### config.mk
export PLATFORM = sky130hd
export DESIGN_NAME = double_ended_queue_flat
export DESIGN_NICKNAME = d
export VERILOG_FILES = /design/src/design/deq_pkg.sv /design/src/design/deq_if.sv /design/src/design/double_ended_queue.sv /design/src/design/deq_ram.sv /design/src/flat_wrapper.sv
export SDC_FILE = /design/constraint.sdc
export NUM_CORES = 2
export LEC_CHECK = 0
export BUFFER_PORTS_ARGS = -buffer_cell sky130_fd_sc_hd__buf_2
export CAP_MARGIN = 25
export CORE_ASPECT_RATIO = 1.1
export CORE_MARGIN = 2
export CORE_UTILIZATION = 25
export DETAILED_ROUTE_END_ITERATION = 10
export GPL_TIMING_DRIVEN = 0
export MAX_ROUTING_LAYER = met4
export PLACE_DENSITY = 0.37
export REMOVE_ABC_BUFFERS = 1
export SYNTH_ARGS = -nofsm -noshare
export SYNTH_HDL_FRONTEND = slang
export SYNTH_SLANG_ARGS = --single-unit
### constraint.sdc
create_clock -name clk -period 5.61 [get_ports clk]
set_input_delay 0.2805 -clock clk [delete_from_list [all_inputs] [get_ports clk]]
set_output_delay 0.2805 -clock clk [all_outputs]
set_load 0.05 [all_outputs]
### src/design/deq_pkg.sv
// shared types and codes for the double-ended queue
package deq_pkg;

    // operation codes
    localparam logic [2:0] OP_PUSH_FRONT = 3'd0;
    localparam logic [2:0] OP_PUSH_REAR  = 3'd1;
    localparam logic [2:0] OP_POP_FRONT  = 3'd2;
    localparam logic [2:0] OP_POP_REAR   = 3'd3;
    localparam logic [2:0] OP_PEEK       = 3'd4;

    // status codes
    localparam logic [1:0] ST_OK    = 2'd0;
    localparam logic [1:0] ST_EMPTY = 2'd1;
    localparam logic [1:0] ST_FULL  = 2'd2;

    typedef logic [2:0]         opcode_t;
    typedef logic signed [31:0] word_t;
    typedef logic [6:0]         count_out_t;
    typedef logic [1:0]         status_t;

endpackage

### src/design/deq_if.sv
// valid/ready channel interfaces for operations and results
interface deq_in_if;
    logic                valid;
    logic                ready;
    deq_pkg::opcode_t    opcode;
    deq_pkg::word_t      push_value;

    modport source (output valid, output opcode, output push_value, input ready);
    modport sink   (input valid, input opcode, input push_value, output ready);
endinterface

interface deq_out_if;
    logic                  valid;
    logic                  ready;
    deq_pkg::word_t        popped_value;
    deq_pkg::word_t        front_value;
    deq_pkg::word_t        rear_value;
    deq_pkg::count_out_t   item_count;
    deq_pkg::status_t      status;

    modport source (output valid, output popped_value, output front_value,
                    output rear_value, output item_count, output status, input ready);
    modport sink   (input valid, input popped_value, input front_value,
                    input rear_value, input item_count, input status, output ready);
endinterface

### src/design/double_ended_queue.sv
// double-ended queue of signed 32-bit words on a ring buffer in ram
//
// Double-ended queue of DEPTH signed 32-bit words. Each cmd transaction is one
// operation (push front, push rear, pop front, pop rear, or peek for any other
// opcode) and yields exactly one rsp transaction with the popped word (zero if
// none), the front and rear words after the operation (zero when empty), the
// word count and a status (ok, empty error on pop, full error on push; an error
// leaves the queue unchanged). The words live in one ram with a registered read;
// the front and rear words are also held in registers, so pushes, peeks, errors
// and a pop that empties the queue load their result from the idle state. A pop
// that leaves words behind goes through the read state: the new front (or rear)
// word is fetched through the single ram read port. A new cmd transaction is taken
// while a finished result still waits in the output register if that result
// is being taken in the same cycle. The ram needs no clearing after reset:
// only entries that hold stored words are ever read.
module double_ended_queue #(
    parameter int DEPTH = 64
) (
    input  logic      clk,
    input  logic      rst_n,
    deq_in_if.sink    cmd,
    deq_out_if.source rsp
);

    localparam int AW = (DEPTH > 1) ? $clog2(DEPTH) : 1;
    localparam int CW = $clog2(DEPTH + 1);
    localparam int SW = CW + 1;
    localparam int CE = (CW > 7) ? CW : 7;

    localparam logic S_IDLE = 1'b0;
    localparam logic S_READ = 1'b1;

    // wrap a sum below twice the depth into the ring
    function automatic logic [AW-1:0] wrap_idx(input logic [SW-1:0] s);
        logic [SW-1:0] t;
        t = (s >= SW'(DEPTH)) ? s - SW'(DEPTH) : s;
        return t[AW-1:0];
    endfunction

    // control state
    logic          state_reg, state_next;
    logic [AW-1:0] front_reg, front_next;
    logic [CW-1:0] count_reg, count_next;
    logic          pend_front_reg, pend_front_next;

    // cached end words and pending pop word
    deq_pkg::word_t front_val_reg, front_val_next;
    deq_pkg::word_t rear_val_reg, rear_val_next;
    deq_pkg::word_t pend_pop_reg, pend_pop_next;

    // output register
    logic                 out_valid_reg, out_valid_next;
    deq_pkg::word_t       out_pop_reg, out_pop_next;
    deq_pkg::word_t       out_front_reg, out_front_next;
    deq_pkg::word_t       out_rear_reg, out_rear_next;
    deq_pkg::count_out_t  out_count_reg, out_count_next;
    deq_pkg::status_t     out_status_reg, out_status_next;

    // ram port
    logic           wr_en;
    logic [AW-1:0]  wr_addr;
    logic           rd_en;
    logic [AW-1:0]  rd_addr;
    logic [31:0]    rd_data;

    logic           accept;
    logic           out_load;
    logic           is_empty;
    logic           is_full;
    logic [AW-1:0]  front_dec;
    logic [SW-1:0]  front_ext;
    logic [SW-1:0]  count_ext;
    logic [CE-1:0]  count_wide;
    deq_pkg::word_t load_pop;
    deq_pkg::status_t load_status;

    assign cmd.ready = (state_reg == S_IDLE) && (!out_valid_reg || rsp.ready);
    assign accept    = cmd.valid && cmd.ready;

    assign is_empty  = (count_reg == '0);
    assign is_full   = (count_reg == CW'(DEPTH));
    assign front_dec = (front_reg == '0) ? AW'(DEPTH - 1) : front_reg - AW'(1);
    assign front_ext = SW'(front_reg);
    assign count_ext = SW'(count_reg);

    always_comb
    begin
        state_next      = state_reg;
        front_next      = front_reg;
        count_next      = count_reg;
        pend_front_next = pend_front_reg;
        front_val_next  = front_val_reg;
        rear_val_next   = rear_val_reg;
        pend_pop_next   = pend_pop_reg;
        wr_en           = 1'b0;
        wr_addr         = front_dec;
        rd_en           = 1'b0;
        rd_addr         = wrap_idx(front_ext + SW'(1));
        out_load        = 1'b0;
        load_pop        = '0;
        load_status     = deq_pkg::ST_OK;

        unique case (state_reg)
            S_IDLE:
            begin
                if (accept)
                begin
                    out_load = 1'b1;
                    case (cmd.opcode)
                        deq_pkg::OP_PUSH_FRONT:
                        begin
                            if (is_full)
                            begin
                                load_status = deq_pkg::ST_FULL;
                            end
                            else
                            begin
                                wr_en          = 1'b1;
                                wr_addr        = front_dec;
                                front_next     = front_dec;
                                count_next     = count_reg + CW'(1);
                                front_val_next = cmd.push_value;
                                if (is_empty)
                                begin
                                    rear_val_next = cmd.push_value;
                                end
                            end
                        end
                        deq_pkg::OP_PUSH_REAR:
                        begin
                            if (is_full)
                            begin
                                load_status = deq_pkg::ST_FULL;
                            end
                            else
                            begin
                                wr_en         = 1'b1;
                                wr_addr       = wrap_idx(front_ext + count_ext);
                                count_next    = count_reg + CW'(1);
                                rear_val_next = cmd.push_value;
                                if (is_empty)
                                begin
                                    front_val_next = cmd.push_value;
                                end
                            end
                        end
                        deq_pkg::OP_POP_FRONT:
                        begin
                            if (is_empty)
                            begin
                                load_status = deq_pkg::ST_EMPTY;
                            end
                            else
                            begin
                                load_pop   = front_val_reg;
                                front_next = wrap_idx(front_ext + SW'(1));
                                count_next = count_reg - CW'(1);
                                // words remain: fetch the new front word
                                if (count_reg > CW'(1))
                                begin
                                    rd_en           = 1'b1;
                                    rd_addr         = wrap_idx(front_ext + SW'(1));
                                    pend_front_next = 1'b1;
                                    pend_pop_next   = front_val_reg;
                                    state_next      = S_READ;
                                    out_load        = 1'b0;
                                end
                            end
                        end
                        deq_pkg::OP_POP_REAR:
                        begin
                            if (is_empty)
                            begin
                                load_status = deq_pkg::ST_EMPTY;
                            end
                            else
                            begin
                                load_pop   = rear_val_reg;
                                count_next = count_reg - CW'(1);
                                // words remain: fetch the new rear word
                                if (count_reg > CW'(1))
                                begin
                                    rd_en           = 1'b1;
                                    rd_addr         = wrap_idx(front_ext + count_ext - SW'(2));
                                    pend_front_next = 1'b0;
                                    pend_pop_next   = rear_val_reg;
                                    state_next      = S_READ;
                                    out_load        = 1'b0;
                                end
                            end
                        end
                        default:
                        begin
                            // peek and unused opcodes only report
                        end
                    endcase
                end
            end
            S_READ:
            begin
                // ram data for the new end word is valid now
                if (pend_front_reg)
                begin
                    front_val_next = rd_data;
                end
                else
                begin
                    rear_val_next = rd_data;
                end
                load_pop   = pend_pop_reg;
                out_load   = 1'b1;
                state_next = S_IDLE;
            end
            default:
            begin
                state_next = S_IDLE;
            end
        endcase
    end

    assign count_wide = CE'(count_next);

    // result register: loaded when a transaction finishes, cleared when taken
    always_comb
    begin
        out_valid_next  = out_valid_reg;
        out_pop_next    = out_pop_reg;
        out_front_next  = out_front_reg;
        out_rear_next   = out_rear_reg;
        out_count_next  = out_count_reg;
        out_status_next = out_status_reg;
        if (out_valid_reg && rsp.ready)
        begin
            out_valid_next = 1'b0;
        end
        if (out_load)
        begin
            out_valid_next  = 1'b1;
            out_pop_next    = load_pop;
            out_status_next = load_status;
            out_count_next  = count_wide[6:0];
            out_front_next  = (count_next != '0) ? front_val_next : '0;
            out_rear_next   = (count_next != '0) ? rear_val_next : '0;
        end
    end

    always_ff @(posedge clk or negedge rst_n)
    begin
        if (!rst_n)
        begin
            state_reg      <= S_IDLE;
            front_reg      <= '0;
            count_reg      <= '0;
            pend_front_reg <= 1'b0;
            out_valid_reg  <= 1'b0;
        end
        else
        begin
            state_reg      <= state_next;
            front_reg      <= front_next;
            count_reg      <= count_next;
            pend_front_reg <= pend_front_next;
            out_valid_reg  <= out_valid_next;
        end
    end

    // payload registers, no reset needed
    always_ff @(posedge clk)
    begin
        front_val_reg  <= front_val_next;
        rear_val_reg   <= rear_val_next;
        pend_pop_reg   <= pend_pop_next;
        out_pop_reg    <= out_pop_next;
        out_front_reg  <= out_front_next;
        out_rear_reg   <= out_rear_next;
        out_count_reg  <= out_count_next;
        out_status_reg <= out_status_next;
    end

    deq_ram #(
        .WIDTH (32),
        .DEPTH (DEPTH)
    ) u_ram (
        .clk     (clk),
        .wr_en   (wr_en),
        .wr_addr (wr_addr),
        .wr_data (cmd.push_value),
        .rd_en   (rd_en),
        .rd_addr (rd_addr),
        .rd_data (rd_data)
    );

    assign rsp.valid        = out_valid_reg;
    assign rsp.popped_value = out_pop_reg;
    assign rsp.front_value  = out_front_reg;
    assign rsp.rear_value   = out_rear_reg;
    assign rsp.item_count   = out_count_reg;
    assign rsp.status       = out_status_reg;

endmodule

### src/design/deq_ram.sv
// generic single-write single-read ram with registered read data
module deq_ram #(
    parameter int WIDTH = 32,
    parameter int DEPTH = 64
) (
    input  logic                     clk,
    input  logic                     wr_en,
    input  logic [$clog2(DEPTH)-1:0] wr_addr,
    input  logic [WIDTH-1:0]         wr_data,
    input  logic                     rd_en,
    input  logic [$clog2(DEPTH)-1:0] rd_addr,
    output logic [WIDTH-1:0]         rd_data
);

    logic [WIDTH-1:0] mem [DEPTH];

    always_ff @(posedge clk)
    begin
        if (wr_en)
        begin
            mem[wr_addr] <= wr_data;
        end
        if (rd_en)
        begin
            rd_data <= mem[rd_addr];
        end
    end

endmodule
### src/flat_wrapper.sv
// flat-port wrapper written by rule: the top's interface ports become plain ports
module double_ended_queue_flat 
#(
    parameter int DEPTH = 64
)
  (clk, rst_n, cmd_valid, cmd_opcode, cmd_push_value, cmd_ready, rsp_valid, rsp_popped_value, rsp_front_value, rsp_rear_value, rsp_item_count, rsp_status, rsp_ready);
  deq_in_if cmd_i ();
  deq_out_if rsp_i ();
  input  logic clk;
  input  logic rst_n;
  input wire logic [$bits(cmd_i.valid)-1:0] cmd_valid;
  input wire logic [$bits(cmd_i.opcode)-1:0] cmd_opcode;
  input wire logic [$bits(cmd_i.push_value)-1:0] cmd_push_value;
  output wire logic [$bits(cmd_i.ready)-1:0] cmd_ready;
  output wire logic [$bits(rsp_i.valid)-1:0] rsp_valid;
  output wire logic [$bits(rsp_i.popped_value)-1:0] rsp_popped_value;
  output wire logic [$bits(rsp_i.front_value)-1:0] rsp_front_value;
  output wire logic [$bits(rsp_i.rear_value)-1:0] rsp_rear_value;
  output wire logic [$bits(rsp_i.item_count)-1:0] rsp_item_count;
  output wire logic [$bits(rsp_i.status)-1:0] rsp_status;
  input wire logic [$bits(rsp_i.ready)-1:0] rsp_ready;
  assign cmd_i.valid = cmd_valid;
  assign cmd_i.opcode = cmd_opcode;
  assign cmd_i.push_value = cmd_push_value;
  assign cmd_ready = cmd_i.ready;
  assign rsp_valid = rsp_i.valid;
  assign rsp_popped_value = rsp_i.popped_value;
  assign rsp_front_value = rsp_i.front_value;
  assign rsp_rear_value = rsp_i.rear_value;
  assign rsp_item_count = rsp_i.item_count;
  assign rsp_status = rsp_i.status;
  assign rsp_i.ready = rsp_ready;
  double_ended_queue #(.DEPTH(DEPTH)) u_core (.clk(clk), .rst_n(rst_n), .cmd(cmd_i), .rsp(rsp_i));
endmodule
==> flow_results.org <==
** Status
- Outcome :: complete, but fails checks
- Violated checks :: negative setup slack

** STA
- Crit path setup slack, layout :: -152 ps
- Measured against its own limit, the worst slew margin works out to 6.83%.
- Number of max-slew violations in the final report :: 0
- Setup violations remaining at the end of the flow were counted as 2.
- Fin Clk Skew :: 43.3 ps
- Final-report hold violation count :: 0
- RSZ-0062 raised after global routing :: true
- Worst-Margin Slew :: 1390 ps
- Based on the critical path, the design can be clocked at up to 0.174 GHz.
- Final critical delay including setup and external delays :: 5760 ps
- Dividing the final minimum period by the clock period gives 103%.

** Die
- The core region is 375000 um^2.
- Effective utilization at floorplan :: 25.1%
- 146 I/O pins were placed.
- The die is 647 um tall.
- The die is 589 um wide.
- Number of standard-cell rows in the floorplan :: 236
- Area of the die :: 381000 um^2

** Critical path
- Depth of the most critical reg-to-reg path :: 19
- FF-to-FF Start :: u_core.count_reg[0]
- Type of element launching the critical path :: flip-flop
- R2R Setup Slk :: -150 ps
- Sort of element at the end of the critical path :: flip-flop
- Worst path required time :: 6040 ps
- Traced cell by cell, the critical path runs through ha_1 > o21bai_1 > o211a_4 > o31ai_4 > buf_12 > buf_8 > buf_16 > buf_8 > buf_16 > nand2_8 > buf_16 > buf_16 > buf_16 > buf_16 > a211oi_2 > a311oi_1 > o41ai_2 > o32a_2 > nand4_1.
- FF-to-FF End :: u_core.u_ram.rd_data[25]
- The critical path in this run is classified as flip-flop to flip-flop.
- Data arrival time at the worst-slack endpoint :: 6190 ps
- Library cell appearing most often on the critical path :: sky130_fd_sc_hd__buf_16
- Cell with the biggest individual delay on the critical path :: sky130_fd_sc_hd__o41ai_2
- Of all nets on the critical path, the largest fanout is 42.
- Worst setup path start :: u_core.count_reg[0]
- Largest incremental delay on the critical path :: 580 ps

** Logic synthesis
- Synth async-reset ratio :: 0.697%
- Among all flip-flop cells after synthesis, the most frequent one is sky130_fd_sc_hd__edfxtp_1.
- After synthesis, the largest area contributor takes up 70.8% of total cell area.
- Total of flip-flops plus latches after synthesis :: 2297
- Netlist Area Pre-Place :: 94100 um^2
- Number of enable-type register cells in the synthesized netlist :: 2217
- The commonest cells after synthesis are sky130_fd_sc_hd__edfxtp_1 (2217), sky130_fd_sc_hd__nand2_1 (1195), sky130_fd_sc_hd__mux2i_1 (400).
- Cell taking the most area after synthesis :: sky130_fd_sc_hd__edfxtp_1
- Counting every instance in the synthesized netlist gives 6583.
- Sequential cells were found to cover 72.6% of the synthesized design area.
- The average instance in the mapped netlist occupies 14.3 um^2.
- During synthesis, Yosys emitted a total of 0 warnings.
- Cell with the most instances after synthesis :: sky130_fd_sc_hd__edfxtp_1
- Area contributors post-synth :: sky130_fd_sc_hd__edfxtp_1 (71%), sky130_fd_sc_hd__nand2_1 (4.8%), sky130_fd_sc_hd__mux2i_1 (4.3%)
- Post-synth cell types :: 90

** Power and ir drop
- For this design the ratio of total power to cell area is 595 nW/um^2.
- Across the VDD grid, the largest voltage drop is 0.00109 V.
- The clock network is responsible for 22.4% of the overall power.
- Internal power comes to 39500 uW.
- Static Leakage :: 0.0391 uW
- Sequential cells burn 28.9% of the power.
- Portion of total power attributed to combinational logic :: 48.7%
- The analysis attributes to net switching a power of 29900 uW.
- Sw frac :: 43.1%

** Clock tree
- CTS root buffer :: sky130_fd_sc_hd__clkbuf_16
- TritonCTS Buffers :: 246
- H-tree depth reported by CTS :: 4
- In this run the deepest clock path goes through 4 buffers.
- Clock latency reported for the late side of the worst-skew pair :: 910 ps
- Clock sink count :: 2297
- CTS tree :: built
- Clock input transition at the sequential cells of the worst setup and hold paths :: 70 ps

** GRT
- Maximum number of pins on one net before global-route repair :: 76
- Global routing finished with a remaining overflow of 0.
- The number of global-route vias before repair was 58.1k.
- Overall routing resource usage :: 19.3%
- Wire length of the first global-routing pass :: 503000 um
- Number of antenna violations at the first check in global routing :: 29

** Detailed routing
- Once detail routing completed, the nets flagged for antenna violations numbered 0.
- Number of DRC markers after the initial detailed-route iteration :: 5951
- Final Routed Wirelength :: 368000 um
- The first TritonRoute pass finished after 6 iterations.
- Total number of vias :: 60.8k
- Vias per std cell :: 4.99
- For this run, design rule violations remaining after detail routing come to 0.
- In the final routed layout, each cell accounts on average for 30.2 um.

** Layout
- Final core occ :: 31.1%
- Number of nets in the finished design :: 7036
- Area of combinational cells with multiple inputs :: 25000 um^2
- The register with the most flip-flops in the layout has 2048 of them.
- Fill cells in the final layout number 36.8k.
- Area overhead of the layout relative to synthesis :: 23.9%
- The register with the most flip-flops in the final layout is u_core.u_ram.mem.
- Cells with a size suffix above 1 make up 17.5% of the layout.
- After routing the design area is 117000 um^2.
- In the final layout, flip-flops and latches occupy 68300 um^2.

** Place
- Post-DP HPWL :: 230000 um
- The congestion estimate from routability-driven global placement came to 0.777.
- Input and output buffers added on the ports amount to 145.
- After detailed placement, the total cell area comes to 107000 um^2.

** Hold path
- The startpoint identified for the worst hold timing path is cmd_push_value[2].
- Endpoint of the worst hold-timing path :: u_core.u_ram.mem[4][2]
- Class of the tightest hold or removal check :: input pin to flip-flop
- Number of cells on the worst hold path :: 1

** Job
- Max-cap violations in this run came to 0.
-- power by group through the flow --
stage	combinational, uW	sequential (uW)	clock, uW
after global placement	24200	20500	0
after global routing	35500	20100	16500
after CTS	33800	20100	15900
after floorplan	12100	20800	0
after detailed placement	32500	20400	0
final	33800	20100	15500
-- repair_timing --
item                        CTS  global route
buffers inserted             89            34
cloned                       10             0
hold endpoints to repair    951             0
pin swaps                    50            15
resized for setup            66            22
setup endpoints to repair  1795           505
hold buffers                 34             0
-- cell families after synthesis --
logic type / after synthesis / synth area share [%]
AOI/OAI and AO/OA: 1402 / 10.4
xor gates and xnor gates: 21 / 0.211
adders and majority gates: 13 / 0.181
buffers and inverters: 495 / 2.41
DFF: 2297 / 72.6
muxes: 520 / 5.73
and+or+nand+nor: 1835 / 8.56
-- cell usage in the layout, fill, tap and decap left out, drive strengths merged, types with 22 or more instances in the layout --
| cell type | synthesis | layout |
|---|---|---|
| edfxtp | 2217 | 2217 |
| nand2 | 1198 | 1201 |
| buf | 246 | 594 |
| mux2i | 402 | 402 |
| clkbuf | 243 | 301 |
| o21ai | 252 | 252 |
| a21oi | 243 | 243 |
| and3 | 190 | 190 |
| nor2 | 155 | 155 |
| a211oi | 153 | 153 |
| mux2 | 116 | 116 |
| a31oi | 113 | 113 |
| clkinv | 0 | 113 |
| o22ai | 108 | 108 |
| o221ai | 101 | 101 |
| a311oi | 98 | 98 |
| nand3 | 84 | 84 |
| and2 | 69 | 69 |
| dfxtp | 64 | 64 |
| a221oi | 49 | 49 |
| a32oi | 43 | 43 |
| nand4 | 39 | 39 |
| nor3 | 35 | 35 |
| dlygate4sd3 | 0 | 34 |
| a2111oi | 30 | 30 |
| o311ai | 25 | 25 |
| o41ai | 24 | 24 |
| a32o | 23 | 23 |
| a211o | 23 | 23 |
| o32ai | 23 | 23 |
| nor4 | 22 | 22 |
-- per-layer routing --
layer	global-route usage [%]	share of wire (%)	vias to the layer above
met4	5.06	2.8	0
met2	31.8	48	1984
met3	2.49	5.3	475
met1	25.1	44	31900
li1	-	-	26500
met5	-	0	-
-- layout make-up --
class,count,area share [%]
antenna,21,0.0451
clock inverter,137,0.818
inverter,6,0.0193
clock buffer,300,5.54
tap,4998,5.37
multi-input combinational,3797,21.5
sequential,2297,58.6
timing repair buffer,636,8.16
-- how the worst max path moves through the flow --
stage                     cells after the start                  endpoint
final                                        19  u_core.u_ram.rd_data[25]
after global routing                         15   u_core.u_ram.mem[20][8]
after CTS                                    19  u_core.u_ram.rd_data[25]
after detailed placement                     19  u_core.u_ram.rd_data[25]
after global placement                        9   u_core.u_ram.rd_data[6]
after floorplan                               8   u_core.u_ram.rd_data[5]
-- worst max-delay path, delay by kind of cell, from the launching register on --
kind / cells / cell delay (ps)
and+or+nand+nor: 2 / 630
buffers and inverters: 9 / 1680
adders and majority gates: 1 / 230
AOI/OAI and AO/OA: 7 / 2030
DFF: 1 / 470
-- through the flow --
| stage | cells | hold slack (ps) | worst slack (ps) | TNS (ps) | total power, uW |
|---|---|---|---|---|---|
| after floorplan | 6094 | -15.1 | -24260 | -5115060 | 32900 |
| after global placement | 11200 | 264 | -61650 | - | 44700 |
| after detailed placement | 11600 | 256 | -2190 | -510730 | 52900 |
| after CTS | 12100 | 8.19 | -328 | -531 | 69800 |
| after global routing | 12200 | 20.4 | -234 | -15220 | 72100 |
| final | 12200 | 18.2 | -152 | -266 | 69400 |
No activity file was read; power rests on OpenSTA's default activity.
